<file path="config.mk">
export PLATFORM = sky130hd
export DESIGN_NAME = gkc_ctrl
export DESIGN_NICKNAME = d
export VERILOG_FILES = /design/src/hdl/gkc_pkg.sv /design/src/hdl/gkc_ctrl.sv
export SDC_FILE = /design/constraint.sdc
export NUM_CORES = 1
export LEC_CHECK = 0
export BUFFER_PORTS_ARGS = -buffer_cell sky130_fd_sc_hd__clkbuf_2
export CORE_MARGIN = 2
export CORE_UTILIZATION = 52
export DETAILED_ROUTE_END_ITERATION = 6
export PLACE_DENSITY = 0.76
export SLEW_MARGIN = 20
export SYNTH_ARGS = -nofsm -noshare
export SYNTH_HDL_FRONTEND = slang
export SYNTH_SLANG_ARGS = --single-unit
</file>
<file path="constraint.sdc">
create_clock -name clk -period 2.7 [get_ports clk]
set_input_delay 0.27 -clock clk [delete_from_list [all_inputs] [get_ports clk]]
set_output_delay 0.27 -clock clk [all_outputs]
set_load 0.01 [all_outputs]
</file>
<file path="src/hdl/gkc_pkg.sv">
// ----------------------------------------------------------------------------
// gkc_pkg
// Shared types and constants of the Gaussian kernel coefficient core.
// ----------------------------------------------------------------------------
package gkc_pkg;

  localparam int unsigned GKC_FRAC_BITS  = 24;
  localparam int unsigned GKC_MAX_RADIUS = 16;

  localparam logic [1:0] CMD_2D_RAW  = 2'd0;
  localparam logic [1:0] CMD_2D_NORM = 2'd1;
  localparam logic [1:0] CMD_1D_RAW  = 2'd2;
  localparam logic [1:0] CMD_1D_NORM = 2'd3;

  localparam logic CFG_RADIUS = 1'b0;
  localparam logic CFG_SIGMA  = 1'b1;

  localparam logic [4:0]  RADIUS_RESET = 5'd5;
  localparam logic [15:0] SIGMA_RESET  = 16'd448;

  localparam logic [63:0] Q62_ONE             = 64'h4000_0000_0000_0000;
  localparam logic [63:0] INV_TWO_PI_Q64      = 64'h28BE_60DB_9391_054A;
  localparam logic [63:0] INV_SQRT_TWO_PI_Q56 = 64'h0066_2114_CF50_D942;

  localparam logic [4:0] HORNER_TERMS = 5'd22;
  localparam logic [2:0] SQUARINGS    = 3'd5;
  localparam logic [6:0] T_DIV_STEPS  = 7'd62;
  localparam logic [6:0] DIV_STEPS    = 7'd64;

  // Reciprocals for the series steps: floor(t / n) = (t * m) >> sh for t < 2^62,
  // with m = ceil(2^sh / n) and sh = 62 + ceil(log2 n).
  typedef logic [31:0][63:0] recip_tab_t;
  typedef logic [31:0][6:0]  rsh_tab_t;

  function automatic int unsigned recip_lg(int unsigned n);
    int unsigned lg;
    lg = 0;
    for (int j = 0; j < 5; j++) begin
      if ((32'd1 << lg) < n) begin
        lg = lg + 1;
      end
    end
    return lg;
  endfunction

  function automatic recip_tab_t recip_table();
    recip_tab_t   tab;
    logic [127:0] num;
    int unsigned  d;
    for (int i = 0; i < 32; i++) begin
      d      = (i == 0) ? 1 : i;
      num    = 128'd1 << (62 + recip_lg(d));
      tab[i] = 64'((num + 128'(d) - 128'd1) / 128'(d));
    end
    return tab;
  endfunction

  function automatic rsh_tab_t rsh_table();
    rsh_tab_t    tab;
    int unsigned d;
    for (int i = 0; i < 32; i++) begin
      d      = (i == 0) ? 1 : i;
      tab[i] = 7'(62 + recip_lg(d));
    end
    return tab;
  endfunction

  localparam recip_tab_t RECIP_TAB = recip_table();
  localparam rsh_tab_t   RECIP_SH  = rsh_table();

  typedef enum logic [4:0] {
    OP_NONE,
    OP_LOAD_IN,
    OP_K2_MAIN,
    OP_K2_K,
    OP_EXP_ZERO,
    OP_TDIV_GO,
    OP_TDIV_GET,
    OP_HDIV_GO,
    OP_HDIV_GET,
    OP_HMUL_GO,
    OP_HMUL_GET,
    OP_SQ_GO,
    OP_SQ_GET,
    OP_SAVE_E,
    OP_SUM_FIRST,
    OP_SUM_ADD,
    OP_FMUL_GO,
    OP_FMUL_GET,
    OP_FDIV1_GO,
    OP_FDIV1_GET,
    OP_FDIV2_GO,
    OP_FDIV2_GET,
    OP_RESULT
  } gkc_op_t;

  typedef struct packed {
    gkc_op_t    op;
    logic       req_ready;
    logic [4:0] n;
    logic [4:0] k;
  } gkc_cmd_t;

  typedef struct packed {
    logic       req_valid;
    logic       oor;
    logic       exp_zero;
    logic       norm;
    logic       two_stage;
    logic [4:0] lim;
    logic       div_done;
    logic       mul_done;
    logic       out_blocked;
  } gkc_sts_t;

endpackage

</file>
<file path="src/hdl/gkc_ctrl.sv">
// ----------------------------------------------------------------------------
// gkc_ctrl
// Sequencer: exp series per term, normalisation sum, final divisions.
// ----------------------------------------------------------------------------
module gkc_ctrl (
  input  logic              clk,
  input  logic              rst,
  input  gkc_pkg::gkc_sts_t sts,
  output gkc_pkg::gkc_cmd_t cmd
);
  import gkc_pkg::*;

  typedef enum logic [18:0] {
    S_IDLE     = 19'h00001,
    S_CHECK    = 19'h00002,
    S_EXP_CHK  = 19'h00004,
    S_TDIV_W   = 19'h00008,
    S_HDIV_GO  = 19'h00010,
    S_HDIV_W   = 19'h00020,
    S_HMUL_GO  = 19'h00040,
    S_HMUL_W   = 19'h00080,
    S_SQ_GO    = 19'h00100,
    S_SQ_W     = 19'h00200,
    S_EXP_END  = 19'h00400,
    S_K2_LOAD  = 19'h00800,
    S_FMUL_GO  = 19'h01000,
    S_FMUL_W   = 19'h02000,
    S_FDIV1_GO = 19'h04000,
    S_FDIV1_W  = 19'h08000,
    S_FDIV2_GO = 19'h10000,
    S_FDIV2_W  = 19'h20000,
    S_DONE     = 19'h40000
  } state_t;

  state_t     state, state_next;
  logic [4:0] n, n_next;
  logic [2:0] sq, sq_next;
  logic [4:0] k, k_next;
  logic       in_sum, in_sum_next;

  always_comb begin
    state_next    = state;
    n_next        = n;
    sq_next       = sq;
    k_next        = k;
    in_sum_next   = in_sum;
    cmd.op        = OP_NONE;
    cmd.req_ready = 1'b0;
    cmd.n         = n;
    cmd.k         = k;
    unique case (state)
      S_IDLE: begin
        cmd.req_ready = 1'b1;
        if (sts.req_valid) begin
          cmd.op     = OP_LOAD_IN;
          state_next = S_CHECK;
        end
      end
      S_CHECK: begin
        if (sts.oor) begin
          state_next = S_DONE;
        end else begin
          cmd.op      = OP_K2_MAIN;
          in_sum_next = 1'b0;
          state_next  = S_EXP_CHK;
        end
      end
      S_EXP_CHK: begin
        if (sts.exp_zero) begin
          cmd.op     = OP_EXP_ZERO;
          state_next = S_EXP_END;
        end else begin
          cmd.op     = OP_TDIV_GO;
          state_next = S_TDIV_W;
        end
      end
      S_TDIV_W: begin
        if (sts.div_done) begin
          cmd.op     = OP_TDIV_GET;
          n_next     = HORNER_TERMS;
          state_next = S_HDIV_GO;
        end
      end
      S_HDIV_GO: begin
        cmd.op     = OP_HDIV_GO;
        state_next = S_HDIV_W;
      end
      S_HDIV_W: begin
        if (sts.mul_done) begin
          cmd.op     = OP_HDIV_GET;
          state_next = S_HMUL_GO;
        end
      end
      S_HMUL_GO: begin
        cmd.op     = OP_HMUL_GO;
        state_next = S_HMUL_W;
      end
      S_HMUL_W: begin
        if (sts.mul_done) begin
          cmd.op = OP_HMUL_GET;
          if (n == 5'd1) begin
            sq_next    = '0;
            state_next = S_SQ_GO;
          end else begin
            n_next     = n - 5'd1;
            state_next = S_HDIV_GO;
          end
        end
      end
      S_SQ_GO: begin
        cmd.op     = OP_SQ_GO;
        state_next = S_SQ_W;
      end
      S_SQ_W: begin
        if (sts.mul_done) begin
          cmd.op = OP_SQ_GET;
          if (sq == SQUARINGS - 3'd1) begin
            state_next = S_EXP_END;
          end else begin
            sq_next    = sq + 3'd1;
            state_next = S_SQ_GO;
          end
        end
      end
      S_EXP_END: begin
        if (!in_sum) begin
          cmd.op = OP_SAVE_E;
          if (sts.norm) begin
            in_sum_next = 1'b1;
            k_next      = '0;
            state_next  = S_K2_LOAD;
          end else begin
            state_next = S_FMUL_GO;
          end
        end else begin
          cmd.op = (k == 5'd0) ? OP_SUM_FIRST : OP_SUM_ADD;
          if (k == sts.lim) begin
            state_next = S_FDIV1_GO;
          end else begin
            k_next     = k + 5'd1;
            state_next = S_K2_LOAD;
          end
        end
      end
      S_K2_LOAD: begin
        cmd.op     = OP_K2_K;
        state_next = S_EXP_CHK;
      end
      S_FMUL_GO: begin
        cmd.op     = OP_FMUL_GO;
        state_next = S_FMUL_W;
      end
      S_FMUL_W: begin
        if (sts.mul_done) begin
          cmd.op     = OP_FMUL_GET;
          state_next = S_FDIV1_GO;
        end
      end
      S_FDIV1_GO: begin
        cmd.op     = OP_FDIV1_GO;
        state_next = S_FDIV1_W;
      end
      S_FDIV1_W: begin
        if (sts.div_done) begin
          cmd.op     = OP_FDIV1_GET;
          state_next = sts.two_stage ? S_FDIV2_GO : S_DONE;
        end
      end
      S_FDIV2_GO: begin
        cmd.op     = OP_FDIV2_GO;
        state_next = S_FDIV2_W;
      end
      S_FDIV2_W: begin
        if (sts.div_done) begin
          cmd.op     = OP_FDIV2_GET;
          state_next = S_DONE;
        end
      end
      S_DONE: begin
        if (!sts.out_blocked) begin
          cmd.op     = OP_RESULT;
          state_next = S_IDLE;
        end
      end
      default: begin
        state_next = S_IDLE;
      end
    endcase
  end

  always_ff @(posedge clk) begin
    if (rst) begin
      state  <= S_IDLE;
      n      <= '0;
      sq     <= '0;
      k      <= '0;
      in_sum <= 1'b0;
    end else begin
      state  <= state_next;
      n      <= n_next;
      sq     <= sq_next;
      k      <= k_next;
      in_sum <= in_sum_next;
    end
  end

endmodule

</file>
=== After elaboration in Yosys (flattened, before gate mapping) ===
Cells that the tools add are included.

* Register bits after elaboration: 33
* Bits in latches: 0
* Memory bits (writable): 0
* Bits in read-only memories: 0
* Bits of input ports: 15
* Output and inout bits: 16
* Logic and storage cells: 103
* Memories kept: 0

* Add/subtract/negate cells: 3
* Multipliers: 0
* Divide/modulo/power cells: 0
* Magnitude comparators: 0
* Equality and inequality tests: 36
* Shifts and indexed selects: 0
* Muxes and demuxes: 49
* Bitwise gates (word level): 0
* Reductions and logical operators: 10

{| class="wikitable"
|+ Operators with widths
! operator !! number
|-
| case mux 19 bit (19 select lines) || 1
|-
| two-way mux 19 bit || 12
|-
| case mux 5 bit (19 select lines) || 1
|-
| two-way mux 5 bit || 10
|-
| != test 2 bit (second input constant) || 14
|-
| two-way mux 11 bit || 2
|-
| == test 19 x 1 -> 1 bit (second input constant) || 1
|-
| == test 19 x 10 -> 1 bit (second input constant) || 1
|-
| == test 19 x 11 -> 1 bit (second input constant) || 1
|-
| == test 19 x 12 -> 1 bit (second input constant) || 1
|-
| == test 19 x 13 -> 1 bit (second input constant) || 1
|-
| == test 19 x 14 -> 1 bit (second input constant) || 1
|-
| == test 19 x 15 -> 1 bit (second input constant) || 1
|-
| == test 19 x 16 -> 1 bit (second input constant) || 1
|-
| == test 19 x 17 -> 1 bit (second input constant) || 1
|-
| == test 19 x 18 -> 1 bit (second input constant) || 1
|-
| == test 19 bit (second input constant) || 1
|-
| == test 19 x 2 -> 1 bit (second input constant) || 1
|-
| == test 19 x 3 -> 1 bit (second input constant) || 1
|-
| == test 19 x 4 -> 1 bit (second input constant) || 1
|-
| == test 19 x 5 -> 1 bit (second input constant) || 1
|-
| == test 19 x 6 -> 1 bit (second input constant) || 1
|-
| == test 19 x 7 -> 1 bit (second input constant) || 1
|-
| == test 19 x 8 -> 1 bit (second input constant) || 1
|-
| 24 further kinds || 40
|}

=== Logic depth before layout (Yosys ltp) ===
* Depth after elaboration: 4
* Mapped depth: 9
* Gate-level depth less buffers: 7

=== Worst setup path before layout ===
No wires, ideal clock.

* Path type: flip-flop to output port
* Start point: register state[8]
* End point: output port cmd[11] in the netlist's numbering
* Arrival time: 2.340 ns
* Required time: 2.430 ns
* Slack: 0.090 ns
* Cell stages (with the launch flop): 8
* Path buffers: 1
* Path through: dfxtp_1 > or4_4 > buf_6 > or4_4 > or4b_4 > nand4_1 > a221oi_1 > o2111ai_1

{| class="wikitable"
|+ RTL lines
! item !! line !! text
|-
| start: declaration || gkc_ctrl.sv:35 || <nowiki>state_t state, state_next;</nowiki>
|-
| start signal: assignment || gkc_ctrl.sv:199 || <nowiki>state <= state_next;</nowiki>
|-
| end: declaration || gkc_ctrl.sv:9 || <nowiki>output gkc_pkg::gkc_cmd_t cmd</nowiki>
|}

==> impl_metrics.toml <==
[run_status]
status = "finished, violations left"
violations = "setup timing"

[power]
p_switching_mw = 0.2738
pwr-share-clk_pct = 35.6
p_per_area_nw_per_um2 = 368.8
leakage_nw = 1.149
intPower_mw = 0.7405
power_switching_share_pct = 26.99
combPwrFrac_pct = 15.7
seq_power_share_pct = 48.7
ir_worst_vdd_mv = 0.3644
total_power_mw = 1.014

[final_layout]
nFillCells = 321
register_area_sq_um = 663.1
fin_util_pct = 67.78
final_cells = 374
synthToLayoutAreaGrowth_pct = 24.53
antennaDiodeCount = 0
layout-drive-gt1-share_pct = 32.10
final_area_sq_um = 2750
final_cell_mix = "33 x buf_4, 31 x dfxtp_1, 29 x nor2_1, 26 x clkbuf_2"
finalNetCount = 344
final_common_cell = "buf_4"
multi_input_area_sq_um = 1465

[synthesis]
async_flop_share_pct = 0
synth.area.top_cells = "dfxtp_1 30%, nor2_1 4.9%, xnor2_1 4.0%, a21oi_1 3.9%, ha_1 3.4%"
synth-edff-count = 0
synth.top_cell.area_share_pct = 29.92
yosys.area.top_type = "dfxtp_1"
synth-seq-cells = 33
synth_fp_nets = 282
synth_area_sq_um = 2208
avgSynthCellArea_sq_um = 8.461
synth_cells = 261
ys_warn_count = 0
ys.flop_type = "dfxtp_1"
ys_seq_area_share_pct = 29.92
synthDistinctLibCells = 66

[cts]
cts_buffer_depth = 2
clock_sinks = 33
cts_tree = "built"
htree_levels = 2
root_buffer = "clkbuf_8"
clk_latency_ns = 0.29
path_clk_slew_ns = 0.07
cts_buffers = 5

[placed_design]
portBuffers = 30
placedCellCount = 363
dpl_cell_area_sq_um = 2589
place_congestion = 0.9250
detailed_place_hpwl_mm = 4.394
dp_slack_ns = 0.04856

[route]
vias_per_cell = 5.904
drcViolationCount = 0
postRouteAntennaNets = 0
routedWlPerCell_um = 15.76
wl_mm = 5.893
drt_pass1_iterations = 4
drtIter0Drc = 219
num_vias = 2208

[setup_path]
end_kind = "output pin"
required_ns = 2.43
crit_chain = "or4_4 > or4_4 > or4b_4 > nand4_1 > a221oi_2 > o2111ai_1 > buf_2"
path_common_cell = "or4_4"
worst-r2r-cell-count = 10
crit_type = "reg -> out"
crit_arrival_ns = 2.63
cpPeakStageDelay_ns = 0.55
worst_path_max_delay_cell = "or4_4"
critPathMaxFanout = 3
crit_path_start_kind = "flip-flop"

[timing]
min_period_ns = 2.900
slew_headroom_pct = 69.63
worst_slack_ns = -0.1996
worst_hold_slack_ns = 0.1905
hold_viol_final = 0
max_slew.worst_pin.slew_ns = 0.4513
fin_crit_sh_pct = 107.4
setup_viol = 4
rsz0062_at_grt = "true"
fin_worst_skew_ns = 0.005217
fmax_mhz = 344.9
fin_tns_setup_ns = -0.5490
drv_slew = 0

[global_routing]
antenna_found_initial = 0
grt-ovfl-total = 0
grt_pass1_wl_mm = 9.335
grt_pass1_vias = 1993
grt_max_degree = 22
grt_usage_pct = 24.30

[floorplan]
placementRows = 23
die_h_um = 69.17
io_pins = 31
start_util_pct = 54.42
dieArea_sq_um = 4784
core_sq_um = 4058
die_x_um = 69.17

[min_path]
hold_class = "in -> reg"
holdPathStages = 3

[job]
cap_violations = 0
-- area by class of cell --
type / instances / area share [%]
Clock buffer: 6 / 2.639
Clock inverter: 2 / 0.3640
Inverter: 18 / 2.457
Multi-Input combinational cell: 201 / 53.28
Sequential cell: 33 / 24.11
Tap cell: 50 / 2.275
Timing Repair Buffer: 64 / 14.88
-- sequential cells by signal, summed over array words and instances (netlist names) --
register	flops
state	19
k	5
in_sum	1
sq	3
n	5
-- critical path, delay by kind of cell, from the launching register on --
family / cells / cell delay [ns]
DFF: 1 / 0.32
buffers and inverters: 1 / 0.16
AOI/OAI and AO/OA: 2 / 0.13
and+or+nand+nor: 4 / 1.73
-- final timing paths --
kind / startpoint / end / slack [ns]
worst max-delay path: state[14]$_SDFFE_PP0P_ / cmd[11] / -0.20
worst min register to register: sq[2]$_SDFFE_PP0P_ / sq[2]$_SDFFE_PP0P_ / 0.49
worst max register to register: state[14]$_SDFFE_PP0P_ / state[8]$_SDFFE_PP0P_ / 0.06
worst min-delay path: sts[8] / state[16]$_SDFFE_PP0P_ / 0.19
-- routing by layer --
| layer | GRT usage [%] | part of all wire [%] | vias to the layer above |
|---|---|---|---|
| met2 | 38.25 | 46 | 78 |
| met4 | 7.625 | 1.9 | 0 |
| met5 | 0 | 0 | - |
| met1 | 33.09 | 44 | 1025 |
| li1 | - | - | 1093 |
| met3 | 5.409 | 7.6 | 12 |
-- cell usage after synthesis (2+ instances only) --
cell / n
nor2_4: 2
nor4b_1: 2
or3_1: 3
o2111ai_1: 2
or4_1: 5
a22oi_1: 2
a211oi_2: 2
nand3_2: 2
and3_1: 2
and4_1: 3
nor4_2: 2
nor4_4: 2
a21oi_1: 17
xor2_1: 2
nand2_1: 11
a31oi_1: 3
nand3_1: 11
nor4_1: 4
dfxtp_1: 33
ha_1: 6
xnor2_1: 10
nor2_1: 29
nor3b_1: 2
or4_4: 3
inv_1: 17
o21bai_1: 2
buf_6: 3
o21ai_0: 2
buf_4: 2
nand4b_1: 4
o31ai_1: 7
nand4_1: 9
nand2b_1: 6
nor2b_1: 6
nand3b_1: 2
clkbuf_1: 3
nor3_1: 9
-- power groups by stage --
stage          Combinational (mW)  Clock (mW)  Sequential (mW)
2_1_floorplan              0.0774           0            0.506
3_3_place_gp                0.141           0            0.504
4_1_cts                     0.148       0.367            0.493
6_report                    0.159       0.361            0.494
5_1_grt                     0.171       0.385            0.494
3_5_place_dp                0.144           0            0.504
-- what timing repair did --
item / CTS / global route
setup endpoints to repair: 5 / 5
hold endpoints to repair: 0 / 0
hold buffers: 0 / 0
setup buffers: 1 / 2
gates resized for setup: 7 / 11
pin swaps: 6 / 8
-- cell families after synthesis --
group	synth area share [%]
adder cells (fa/ha/maj)	3.399
AND/OR/NAND/NOR	38.19
multiplexers	0.9632
AO/OA/AOI/OAI	16.77
XOR/XNOR	4.759
flip-flops	29.91
buffers and inverters	6.005
No activity file was read; power rests on OpenSTA's default activity.
